===== src/sv/tpi_pkg.sv =====
// Shared constants, codes and item types of the tabulated potential interpolator.
`timescale 1ns / 1ps

package tpi_pkg;

	// Default table depth in 32-bit words, low guard word included
	localparam int TPI_TABLE_WORDS = 4096;
	// Entries of the queue between front and back
	localparam int TPI_QUEUE_DEPTH = 4;
	localparam int TPI_INDEX_W = 12;
	localparam int TPI_WORD_W = 32;
	localparam int TPI_CFG_INDEX_W = 2;
	// inverse_step after reset: 1.0 in Q16.16
	localparam logic [TPI_WORD_W-1:0] TPI_INV_STEP_RESET = 32'h0001_0000;

	typedef enum logic [0:0] {
		OP_WRITE = 1'b0,
		OP_QUERY = 1'b1
	} op_t;

	typedef enum logic [TPI_CFG_INDEX_W-1:0] {
		CFG_TABLE_START  = 2'd0,
		CFG_TABLE_END    = 2'd1,
		CFG_INVERSE_STEP = 2'd2
	} cfg_index_t;

	// Input transfer
	typedef struct packed {
		op_t                          operation;
		logic [TPI_INDEX_W-1:0]       entry_index;
		logic signed [TPI_WORD_W-1:0] entry_value;
		logic signed [TPI_WORD_W-1:0] distance;
	} in_item_t;

	// Result transfer
	typedef struct packed {
		logic signed [TPI_WORD_W-1:0] interpolated_value;
		logic signed [TPI_WORD_W-1:0] slope;
		logic                         index_saturated;
	} out_item_t;

	// Classified item held in the queue
	typedef struct packed {
		op_t                    operation;
		logic [TPI_INDEX_W-1:0] entry_index;
		logic [TPI_WORD_W-1:0]  entry_value;
		// clamped distance minus table_start, zero when not positive
		logic [TPI_WORD_W-1:0]  offset;
	} q_item_t;

endpackage


===== src/sv/tpi_front.sv =====
// Front stage: accepts items, clamps the query distance and forms its offset.
`timescale 1ns / 1ps

module tpi_front import tpi_pkg::*; (
	input  logic                         clk,
	input  logic                         arst_n,
	input  logic                         in_valid,
	output logic                         in_stall,
	input  in_item_t                     in_data,
	input  logic signed [TPI_WORD_W-1:0] table_start,
	input  logic signed [TPI_WORD_W-1:0] table_end,
	output logic                         item_valid,
	input  logic                         item_ready,
	output q_item_t                      item
);

	logic                         vld_q;
	q_item_t                      item_q;
	logic                         accept;
	logic signed [TPI_WORD_W-1:0] clamped;
	logic signed [TPI_WORD_W:0]   offset_full;
	q_item_t                      item_next;

	assign in_stall   = vld_q && !item_ready;
	assign accept     = in_valid && !in_stall;
	assign item_valid = vld_q;
	assign item       = item_q;

	// Clamp to [table_start, table_end]; a non-positive offset means index and fraction zero
	always_comb begin
		priority if (in_data.distance < table_start) begin
			clamped = table_start;
		end else if (in_data.distance > table_end) begin
			clamped = table_end;
		end else begin
			clamped = in_data.distance;
		end
		offset_full = (TPI_WORD_W+1)'(clamped) - (TPI_WORD_W+1)'(table_start);
		item_next.operation   = in_data.operation;
		item_next.entry_index = in_data.entry_index;
		item_next.entry_value = in_data.entry_value;
		item_next.offset      = (offset_full > 0) ? offset_full[TPI_WORD_W-1:0] : '0;
	end

	always_ff @(posedge clk or negedge arst_n) begin
		if (!arst_n) begin
			vld_q <= 1'b0;
		end else if (accept) begin
			vld_q <= 1'b1;
		end else if (item_ready) begin
			vld_q <= 1'b0;
		end
	end

	always_ff @(posedge clk) begin
		if (accept) begin
			item_q <= item_next;
		end
	end

endmodule


===== config.mk =====
export PLATFORM = sky130hd
export DESIGN_NAME = tpi_front
export DESIGN_NICKNAME = d
export VERILOG_FILES = /design/src/sv/tpi_pkg.sv /design/src/sv/tpi_front.sv
export SDC_FILE = /design/constraint.sdc
export NUM_CORES = 1
export LEC_CHECK = 0
export BUFFER_PORTS_ARGS = -buffer_cell sky130_fd_sc_hd__buf_2
export CORE_ASPECT_RATIO = 0.8
export CORE_UTILIZATION = 42
export DETAILED_ROUTE_END_ITERATION = 8
export MAX_ROUTING_LAYER = met4
export PLACE_DENSITY_LB_ADDON = 0.3
export SLEW_MARGIN = 40
export SYNTH_ARGS = -nofsm -noshare
export SYNTH_HDL_FRONTEND = slang
export SYNTH_SLANG_ARGS = --single-unit

===== constraint.sdc =====
create_clock -name clk -period 5.6 [get_ports clk]
set_clock_uncertainty 0.2 [all_clocks]
set_input_delay 1.12 -clock clk [delete_from_list [all_inputs] [get_ports clk]]
set_output_delay 1.12 -clock clk [all_outputs]
set_load 0.02 [all_outputs]

==> results.toml <==
[power]
power_density_mw_per_mm2 = 288
ir_worst_vdd_v = 0.000143
p_leak_nw = 4.96

[routing]
vias_per_cell = 5.02
wl_mm = 18.7
drtIter0Drc = 248
drc = 0
wl_per_cell_um = 15.3
routed-via-count = 6137
drt_first_pass_iters = 4
final_antenna_net_count = 0

[worst_setup_path]
cp_max_fo = 5
reg2reg_depth = 3
crit_type = "input pin to flip-flop"
reg2reg_slack_ns = 3.75
reg2reg_from = "item_valid"
required_ns = 5.47
crit_arrival_ns = 5.48
crit_start = "table_end[9]"
cpPeakStageDelay_ns = 0.36
end_kind = "flip-flop"
worst_path_max_delay_cell = "fa_2"
reg2reg_to = "item[60]"
start_kind = "input pin"
timing.critical_path.to = "item[12]"

[sta]
fmax_ghz = 0.178
hold_viol = 0
post-route-period-util_pct = 100
fin_crit_ns = 5.61
setup_violations = 17
slew_headroom_pct = 62.3
holdWs_ns = 0.358
tightest_slew_ns = 0.566
drv_slew = 0
setup_slack_ns = -0.00939
rsz0062_at_grt = "true"
timing.setup.tns_ns = -0.0640

[status]
status = "finished, violations left"
violations = "negative setup slack"

[grt]
met3_usage_pct = 4.01
antenna_found_initial = 0
grt.total_usage_pct = 23.3
grt_pass1_wl_mm = 28.3
grtUsageMet2_pct = 35.8
grt-busiest-layer = "met2"
gr-total-overflow = 0
grt_max_degree = 44
grt_pass1_vias = 5750
met1_usage_pct = 31.8

[cells_and_area]
multi_input_comb_area_mm2 = 0.00410
post_route_cells_drive_above_1_share_pct = 47.3
fillers = 1171
final_net_count = 1275
area_growth_pct = 54.7
regArea_mm2 = 0.00234
layout.cells.non_filler = 1223
antenna_cells = 0

[cts]
clk-insertion-delay-late_ns = 0.32
cts_hold_buf = 0
htreeDepth = 3
cts.sink_count = 78
clk_pin_slew_worst_paths_ns = 0.05
cts-root-buf = "clkbuf_16"
cts_tree = "done"
cts_buffers = 9
cts_max_path_buffers = 2

[logic_synthesis]
synth_cells = 631
async_flop_share_pct = 1.28
yosysTopAreaCellShare_pct = 36.3
avgSynthCellArea_um2 = 10.1
synth_area_leaders = "edfxtp_1 36%, ha_1 19%, mux2i_1 10%"
synthTopCellsByCount = "95 x ha_1, 77 x edfxtp_1, 73 x inv_1"
post-synth-top-area-cell = "edfxtp_1"
syn_area_mm2 = 0.00637
yosysSeqAreaShare_pct = 36.7
ys_seq_elements = 78
yosysWarningCount = 0
ys.flop_type = "edfxtp_1"
synth_cell_types = 53
syn-num-nets = 872
synth.most_common_cell = "ha_1"
synth_edf_count = 77

[placement]
gp_congestion = 0.932
place.port_buffers = 223
post-dp-hpwl_mm = 15.5
dp.cells = 1193

[floorplanning]
ios = 224
placementRows = 39
die_h_um = 112
die-area_mm2 = 0.0157
start_util_pct = 43.8
die_w_um = 140
coreArea_mm2 = 0.0145

[flow_run]
drv_cap = 0

[hold_path]
min_path_type = "input pin to asynchronous set/reset pin"
==> registers in the layout, indices dropped and copies added, names as in the netlist <==
| signal | cells |
|---|---|
| item_valid | 1 |
| item | 77 |
==> power breakdown <==
part / switching [mW] / internal [mW] / leakage, nW / total [mW]
registers: 0.0205 / 0.756 / 0.750 / 0.776
clock network: 0.203 / 0.387 / 0.151 / 0.590
logic: 0.761 / 0.709 / 4.06 / 1.47
==> through the flow <==
| stage | total power [mW] | setup slack [ns] | util (%) | instance area, µm² |
|---|---|---|---|---|
| detailed placement | 2.06 | -0.600 | 61.8 | 8990 |
| global placement | 2.04 | -0.517 | 61.7 | 8970 |
| floorplan | 1.55 | 0.00961 | - | 6400 |
| global route | 3.00 | -0.235 | 67.7 | 9850 |
| finish | 2.84 | -0.00939 | 67.7 | 9850 |
| CTS | 2.68 | 0.00341 | 64.4 | 9360 |
==> placed cells by master, fill, tap and decap left out, types with 13 or more instances in the layout <==
cell type and instances:
buf_2 220, mux2i_1 55, nand2_1 26, inv_1 67
xnor2_1 14, xor2_1 13, a21o_1 17, o21ai_0 24
nand4_1 19, nor2_1 45, a21oi_1 41, ha_1 84
buf_4 167, edfxtp_1 77
==> worst min-delay path by stage <==
stage	from	end	slack (ns)	depth (start not counted)
5_1_grt	arst_n	item_valid	0.34	1
3_5_place_dp	item_valid	item_valid	0.35	2
6_report	arst_n	item_valid	0.36	1
2_1_floorplan	item_valid	item_valid	0.43	2
3_3_place_gp	item_valid	item_valid	0.37	2
4_1_cts	arst_n	item_valid	0.34	1
==> timing repair <==
action,CTS,global route
endpoints found under the setup margin,30,32
endpoints found under the hold margin,0,0
resized for setup,10,85
cloned,0,3
pin swaps,4,64
buffers inserted,2,10
==> critical path, delay by kind of cell <==
| kind | cells | cell delay [ns] |
|---|---|---|
| buffers and inverters | 4 | 0.37 |
| adders and majority gates | 3 | 0.77 |
| and+or+nand+nor | 2 | 0.17 |
| xor gates and xnor gates | 1 | 0.13 |
| muxes | 2 | 0.49 |
| AOI/OAI and AO/OA | 13 | 2.41 |
==> area by class of cell <==
type	instances	share of cell area (%)
clock buffer	11	2.36
tap	184	2.34
clock inverter	5	0.749
multi-input combinational	469	41.6
timing repair buffer	403	26.4
sequential	78	23.7
inverter	73	2.81
==> per-layer routing <==
metal / wire length (µm) / share of wire [%] / vias to the layer above
met2: 8260 / 44 / 197
met4: 325 / 1.7 / 0
met5: 0 / 0 / -
met1: 9100 / 49 / 2787
li1: - / - / 3128
met3: 1020 / 5.4 / 25
==> cells by family (layout without fill, tap and decap cells) <==
family | Yosys count | in the layout | synth area share [%]
adder cells (fa/ha/maj) | 96 | 96 | 19.0
flip-flops | 78 | 78 | 36.7
AO/OA/AOI/OAI | 141 | 141 | 14.6
XOR/XNOR | 27 | 27 | 3.71
multiplexers | 65 | 65 | 10.2
AND/OR/NAND/NOR | 140 | 140 | 10.5
buffers and inverters | 84 | 492 | 5.23
No activity file was read; power rests on OpenSTA's default activity.
