===== src/sv/tpi_pkg.sv =====
// Shared constants, codes and item types of the tabulated potential interpolator.
`timescale 1ns / 1ps

package tpi_pkg;

	// Default table depth in 32-bit words, low guard word included
	localparam int TPI_TABLE_WORDS = 4096;
	// Entries of the queue between front and back
	localparam int TPI_QUEUE_DEPTH = 4;
	localparam int TPI_INDEX_W = 12;
	localparam int TPI_WORD_W = 32;
	localparam int TPI_CFG_INDEX_W = 2;
	// inverse_step after reset: 1.0 in Q16.16
	localparam logic [TPI_WORD_W-1:0] TPI_INV_STEP_RESET = 32'h0001_0000;

	typedef enum logic [0:0] {
		OP_WRITE = 1'b0,
		OP_QUERY = 1'b1
	} op_t;

	typedef enum logic [TPI_CFG_INDEX_W-1:0] {
		CFG_TABLE_START  = 2'd0,
		CFG_TABLE_END    = 2'd1,
		CFG_INVERSE_STEP = 2'd2
	} cfg_index_t;

	// Input transfer
	typedef struct packed {
		op_t                          operation;
		logic [TPI_INDEX_W-1:0]       entry_index;
		logic signed [TPI_WORD_W-1:0] entry_value;
		logic signed [TPI_WORD_W-1:0] distance;
	} in_item_t;

	// Result transfer
	typedef struct packed {
		logic signed [TPI_WORD_W-1:0] interpolated_value;
		logic signed [TPI_WORD_W-1:0] slope;
		logic                         index_saturated;
	} out_item_t;

	// Classified item held in the queue
	typedef struct packed {
		op_t                    operation;
		logic [TPI_INDEX_W-1:0] entry_index;
		logic [TPI_WORD_W-1:0]  entry_value;
		// clamped distance minus table_start, zero when not positive
		logic [TPI_WORD_W-1:0]  offset;
	} q_item_t;

endpackage


===== src/sv/tpi_fifo.sv =====
// Short queue that decouples the front stage from the back pipeline.
`timescale 1ns / 1ps

module tpi_fifo import tpi_pkg::*; (
	input  logic    clk,
	input  logic    arst_n,
	input  logic    push_valid,
	output logic    push_ready,
	input  q_item_t push_item,
	output logic    pop_valid,
	input  logic    pop_ready,
	output q_item_t pop_item
);

	localparam int PW = $clog2(TPI_QUEUE_DEPTH);
	localparam int CW = $clog2(TPI_QUEUE_DEPTH + 1);

	q_item_t         slot_q [TPI_QUEUE_DEPTH];
	logic [PW-1:0]   wr_ptr_q;
	logic [PW-1:0]   rd_ptr_q;
	logic [CW-1:0]   count_q;
	logic            push;
	logic            pop;

	assign push_ready = count_q != CW'(TPI_QUEUE_DEPTH);
	assign pop_valid  = count_q != '0;
	assign pop_item   = slot_q[rd_ptr_q];
	assign push       = push_valid && push_ready;
	assign pop        = pop_valid && pop_ready;

	// Pointers and fill count
	always_ff @(posedge clk or negedge arst_n) begin
		if (!arst_n) begin
			wr_ptr_q <= '0;
			rd_ptr_q <= '0;
			count_q  <= '0;
		end else begin
			if (push) begin
				wr_ptr_q <= (wr_ptr_q == PW'(TPI_QUEUE_DEPTH - 1)) ? '0 : wr_ptr_q + 1'b1;
			end
			if (pop) begin
				rd_ptr_q <= (rd_ptr_q == PW'(TPI_QUEUE_DEPTH - 1)) ? '0 : rd_ptr_q + 1'b1;
			end
			if (push && !pop) begin
				count_q <= count_q + 1'b1;
			end else if (pop && !push) begin
				count_q <= count_q - 1'b1;
			end
		end
	end

	always_ff @(posedge clk) begin
		if (push) begin
			slot_q[wr_ptr_q] <= push_item;
		end
	end

endmodule


===== config.mk =====
export PLATFORM = sky130hd
export DESIGN_NAME = tpi_fifo
export DESIGN_NICKNAME = d
export VERILOG_FILES = /design/src/sv/tpi_pkg.sv /design/src/sv/tpi_fifo.sv
export SDC_FILE = /design/constraint.sdc
export NUM_CORES = 1
export LEC_CHECK = 0
export BUFFER_PORTS_ARGS = -buffer_cell sky130_fd_sc_hd__buf_2
export CELL_PAD_IN_SITES_DETAIL_PLACEMENT = 1
export CELL_PAD_IN_SITES_GLOBAL_PLACEMENT = 1
export CORE_MARGIN = 10
export CORE_UTILIZATION = 35
export DETAILED_ROUTE_END_ITERATION = 16
export GPL_TIMING_DRIVEN = 0
export PLACE_DENSITY_LB_ADDON = 0.08
export RECOVER_POWER = 100
export SYNTH_ARGS = -nofsm -noshare
export SYNTH_HDL_FRONTEND = slang
export SYNTH_SLANG_ARGS = --single-unit
export TNS_END_PERCENT = 5

===== constraint.sdc =====
create_clock -name clk -period 2.8 [get_ports clk]
set_input_delay 0.14 -clock clk [delete_from_list [all_inputs] [get_ports clk]]
set_output_delay 0.14 -clock clk [all_outputs]
set_load 0.1 [all_outputs]

==> results of run 1 <==
## cell type report
type | instances | area [µm²]
tap | 442 | 553
sequential | 315 | 9420
clock inverter | 9 | 72.6
multi-input combinational | 103 | 1990
buffer | 18 | 111
timing repair buffer | 241 | 1540
fill | 3059 | 17800
clock buffer | 51 | 988
inverter | 3 | 11.3
## placed cells by master (no fill, tap or decap), drive strengths merged
| cell type | instances |
|---|---|
| or3 | 1 |
| nand2 | 1 |
| edfxtp | 308 |
| mux4 | 77 |
| clkbuf | 201 |
| ha | 6 |
| nor2 | 3 |
| fa | 1 |
| or3b | 1 |
| clkinv | 7 |
| and3 | 4 |
| dfrtp | 7 |
| mux2 | 5 |
| bufinv | 1 |
| dlygate4sd3 | 78 |
| buf | 31 |
| inv | 4 |
| xnor2 | 1 |
| xor2 | 2 |
| and2 | 1 |
## cell families (layout without fill, tap and decap cells)
family / after synthesis / after routing / synth area share (%)
DFF: 315 / 315 / 81.7
muxes: 82 / 82 / 15.6
buffers and inverters: 21 / 322 / 1.06
and+or+nand+nor: 11 / 11 / 0.629
adders and majority gates: 7 / 7 / 0.824
xor gates and xnor gates: 3 / 3 / 0.228
## state kept, by name, indices dropped and copies added (netlist names)
register,count
rd_ptr_q,2
wr_ptr_q,2
count_q,3
slot_q,308
## worst max-delay path: stages (launching register included)
cell and delay (ns):
dfrtp_1 0.34, buf_2 0.24, buf_2 0.38, buf_2 0.36, mux4_2 0.25, buf_2 0.42
## path summary, 6_finish.rpt
kind	from	endpoint	slack, ns
max in group asynchronous	arst_n	wr_ptr_q[0]	2.37
hold / removal	pop_ready	rd_ptr_q[1]	0.08
min in group asynchronous	arst_n	wr_ptr_q[1]	0.13
setup reg to reg	wr_ptr_q[0]	slot_q[2][25]	0.30
setup / recovery	rd_ptr_q[1]	pop_item[44]	0.16
hold reg to reg	count_q[2]	count_q[2]	0.49
## layer usage
| metal | up-vias | global-route usage, % | wire length [µm] |
|---|---|---|---|
| met1 | 2904 | 14.4 | 10100 |
| met2 | 122 | 21.1 | 13000 |
| met3 | 34 | 3.39 | 1270 |
| met4 | 0 | 3.14 | 450 |
| li1 | 2453 | - | - |
| met5 | - | 0 | 0 |
## stage by stage
step	instances	hold slack (ns)	util, %	setup WS, ns	setup TNS [ns]
6_report	1182	0.0840	45.1	0.159	0
5_1_grt	1182	0.0922	45.1	0.00188	0
4_1_cts	1182	0.0151	45.7	0.0229	0
3_5_place_dp	1044	-0.00613	40.0	0.524	0
3_3_place_gp	1040	-0.0154	39.6	-0.170	-47.51
2_1_floorplan	439	-0.156	-	0.346	0
## timing repair
item	4_1_cts	5_1_grt
hold buffers	78	0
endpoints found under the hold margin	315	0
endpoints found under the setup margin	0	7
resized for setup	0	7
==> run_results.csv, run 1 <==
group,metric,value,unit
run_status,status,"finished clean",
die,initial_core_util,35.5,%
timing,fin_crit_sh,94.3,%
synthesis,synthArstFlopShare,2.22,%
cts,cts_buffers,36,
global_route,antenna_found_initial,0,
synthesis,ys_types,20,
synthesis,synth-seq-cells,315,
timing,slew_headroom,19.1,%
drt,routedWlPerCell,21.0,µm
worst_hold_path,hp-class,"in -> reg",
critical_path,crit_path_start_kind,"flop",
drt,vias,5513,
critical_path,cp.arrival,2.50,ns
synthesis,synth_warnings,0,
timing,rsz0062_at_grt,"no",
finish,area_growth,27.3,%
die,dieHeight,202,µm
die,ioPinCount,160,
finish,final_area,14700,µm²
critical_path,end_kind,"output port",
critical_path,cp.required,2.66,ns
synthesis,netlist_instances,439,
synthesis,synth-edff-count,308,
finish,finalNetCount,806,
critical_path,worst-path-max-fanout,10,
synthesis,synth_flop_cell,"edfxtp_1",
drt,finalWirelength,24800,µm
global_route,grt_pass1_wl,37900,µm
synthesis,synth_top_area_cell,"edfxtp_1",
cts,tritoncts,"done",
worst_hold_path,hold_path_depth,3,
timing,fin_skew,0.00923,ns
placement,dp_hpwl,15200,µm
critical_path,worstSetupPathType,"reg -> out",
timing,setup_viol,0,
global_route,grt_pass1_vias,6380,
synthesis,synth_area,11500,µm²
cts,cts-root-buf,"clkbuf_16",
synthesis,post-synth-top-count-cell,"edfxtp_1",
placement,placement.io_buffers,159,
synthesis,synth_commonest_cells,"308 x edfxtp_1, 77 x mux4_2, 7 x dfrtp_1",
cts,worstSkewPairLatency,0.50,ns
synthesis,synth.area.top_cells,"edfxtp_1 80%, mux4_2 15%, dfrtp_1 1.5%, ha_1 0.65%, buf_4 0.39%",
critical_path,ff2ff_path_depth,4,
drt,vias_per_cell,4.66,
drt,first_pass_iters,4,
placement,place.gp.congestion,0.661,
placement,postPlaceCellArea,13000,µm²
global_route,overflow,0,
timing,tightest_slew,1.22,ns
drt,drcViolationCount,0,
drt,drtIter0Drc,226,
die,rows,66,
cts,h-tree-depth,2,
job,cap_violations,0,
timing,min_period,2.64,ns
global_route,grt_max_degree,47,
synthesis,syn-num-nets,527,
die,die_w,202,µm
synthesis,avgSynthCellArea,26.3,µm²
finish,drive_above_1_share,30.7,%
cts,post_cts_buffers,0,
cts,clock-sinks,315,
die,fp.dieArea,40600,µm²
cts,path_clk_slew,0.05,ns
timing,drv_slew,0,
cts,clockBufferDepth,3,
die,core_area,32500,µm²
drt,postRouteAntennaNets,0,
synthesis,seq_area_frac_synth,81.7,%
global_route,track_usage,12.1,%
timing,max_freq,0.379,GHz
synthesis,yosys.area.top_type_share,80.2,%
finish,diodes,0,
timing,hold_violations,0,
Power of run 1 is left out: the tool's default activity adds up to more than one toggle a clock period on the data nets, which glitch-free logic cannot reach.
==> run 2: changes to the inputs <==
--- a/config.mk
+++ b/config.mk
@@ -12,7 +12,7 @@
 export CORE_UTILIZATION = 35
 export DETAILED_ROUTE_END_ITERATION = 16
 export GPL_TIMING_DRIVEN = 0
-export PLACE_DENSITY_LB_ADDON = 0.08
+export PLACE_DENSITY = 0.57
 export RECOVER_POWER = 100
 export SYNTH_ARGS = -nofsm -noshare
 export SYNTH_HDL_FRONTEND = slang
==> run_results.csv, run 2 (synthesis gave the netlist of run 1 again) <==
group,metric,value,unit
critical_path,ff2ff_path_depth,3,
cts,post_cts_buffers,0,
drt,first_pass_iters,6,
timing,slew_headroom,13.7,%
critical_path,cpMostUsedCell,"buf_2",
finish,largest_reg_flops,308,
timing,setup_viol,0,
critical_path,reg2reg_slack,0.24,ns
global_route,grt_pass1_vias,6549,
critical_path,worstSetupPathType,"reg -> out",
cts,worstSkewPairLatency,0.51,ns
drt,postRouteAntennaNets,0,
finish,post-route-util,45.6,%
placement,place.gp.congestion,0.670,
worst_hold_path,hold_path_depth,3,
drt,finalWirelength,24900,µm
critical_path,crit_path_cell_trace,"buf_2, buf_2, buf_2, mux4_2, buf_2",
cts,clockBufferDepth,3,
finish,reg_top3,"slot_q (308), count_q (3)",
finish,final_cell_mix,"308 x edfxtp_1, 87 x clkbuf_1, 79 x dlygate4sd3_1",
job,cap_violations,0,
critical_path,cp.required,2.66,ns
die,ioPinCount,160,
timing,rsz0062_at_grt,"no",
run_status,status,"finished clean",
cts,h-tree-depth,2,
cts,tritoncts,"done",
timing,max_freq,0.382,GHz
drt,drcViolationCount,0,
drt,vias,5497,
die,rows,66,
timing,fin_crit_sh,93.4,%
finish,final_common_cell,"edfxtp_1",
global_route,antenna_found_initial,2,
timing,drv_slew,0,
worst_hold_path,hold_end,"rd_ptr_q[1]",
critical_path,slowest_stage,"buf_2",
worst_hold_path,min_from,"pop_ready",
timing,tightest_slew,1.30,ns
global_route,overflow,0,
timing,min_period,2.62,ns
worst_hold_path,hp-class,"in -> reg",
cts,clock-sinks,315,
critical_path,reg2reg_to,"slot_q[3][16]",
finish,area_growth,28.4,%
finish,drive_above_1_share,31.5,%
die,die_w,202,µm
finish,finalNetCount,806,
timing,fin_skew,0.0138,ns
placement,placement.io_buffers,159,
critical_path,end_kind,"output port",
finish,nFillCells,3087,
critical_path,rr_startpoint,"count_q[0]",
drt,routedWlPerCell,21.1,µm
cts,cts-root-buf,"clkbuf_16",
cts,cts_buffers,35,
die,initial_core_util,35.5,%
placement,dp_hpwl,15400,µm
critical_path,cp.arrival,2.48,ns
global_route,grt_pass1_wl,39000,µm
finish,top_register,"slot_q",
drt,drtIter0Drc,240,
critical_path,crit_path_start_kind,"flop",
die,dieHeight,202,µm
timing,hold_violations,0,
drt,vias_per_cell,4.64,
global_route,grt_max_degree,45,
global_route,track_usage,12.3,%
critical_path,worst-path-max-fanout,10,
die,core_area,32500,µm²
die,fp.dieArea,40600,µm²
cts,path_clk_slew,0.06,ns
critical_path,critPathMaxStageDelay,0.43,ns
run 2: routing by layer:
layer | vias up | wire length (µm) | track usage [%]
met2 | 131 | 13000 | 21.5
met5 | - | 13 | 0
met1 | 2871 | 10300 | 14.8
met3 | 37 | 1260 | 3.20
met4 | 2 | 442 | 2.93
li1 | 2456 | - | -
run 2: worst max-delay path by stage:
stage                           start            end  slack (ns)  depth (start not counted)
after global routing      rd_ptr_q[1]   pop_item[45]       0.003                          5
after global placement     count_q[2]  slot_q[0][16]       -0.13                          2
final                     rd_ptr_q[1]   pop_item[52]        0.18                          5
after CTS                 rd_ptr_q[1]   pop_item[52]        0.06                          5
after floorplan            count_q[1]     count_q[2]        0.35                          8
after detailed placement   count_q[1]     count_q[2]        0.52                          8
run 2: layout make-up:
cell class,count,area [µm²],area share [%]
Clock inverter,23,273,1.84
Multi-Input combinational cell,103,1990,13.4
Buffer,18,111,0.751
Antenna cell,1,2.50,0.0169
Inverter,3,11.3,0.0760
Tap cell,442,553,3.73
Sequential cell,315,9420,63.6
Clock buffer,38,887,5.99
Timing Repair Buffer,242,1570,10.6
run 2: timing repair:
action | in CTS | in global routing
endpoints found under the setup margin | 0 | 1
gates resized for setup | 0 | 1
endpoints found under the hold margin | 315 | 0
hold buffers | 79 | 0
run 2: worst max-delay path, delay by kind of cell (launching register included):
kind	cells	cell delay (ns)
buffers and inverters	4	1.35
muxes	1	0.27
DFF	1	0.34
run 2: per-stage QoR:
step / setup WS, ns / area [µm²] / instances / setup TNS (ns) / hold slack [ns]
after floorplan: 0.346 / 11500 / 439 / 0 / -0.156
after global placement: -0.126 / 12900 / 1040 / -31.32 / -0.0148
after detailed placement: 0.520 / 13000 / 1044 / 0 / -0.00763
after CTS: 0.0574 / 15000 / 1184 / 0 / 0.0516
after global routing: 0.00259 / 14800 / 1184 / 0 / 0.0757
final: 0.185 / 14800 / 1185 / 0 / 0.0815
Power of run 2 is left out for the same reason.
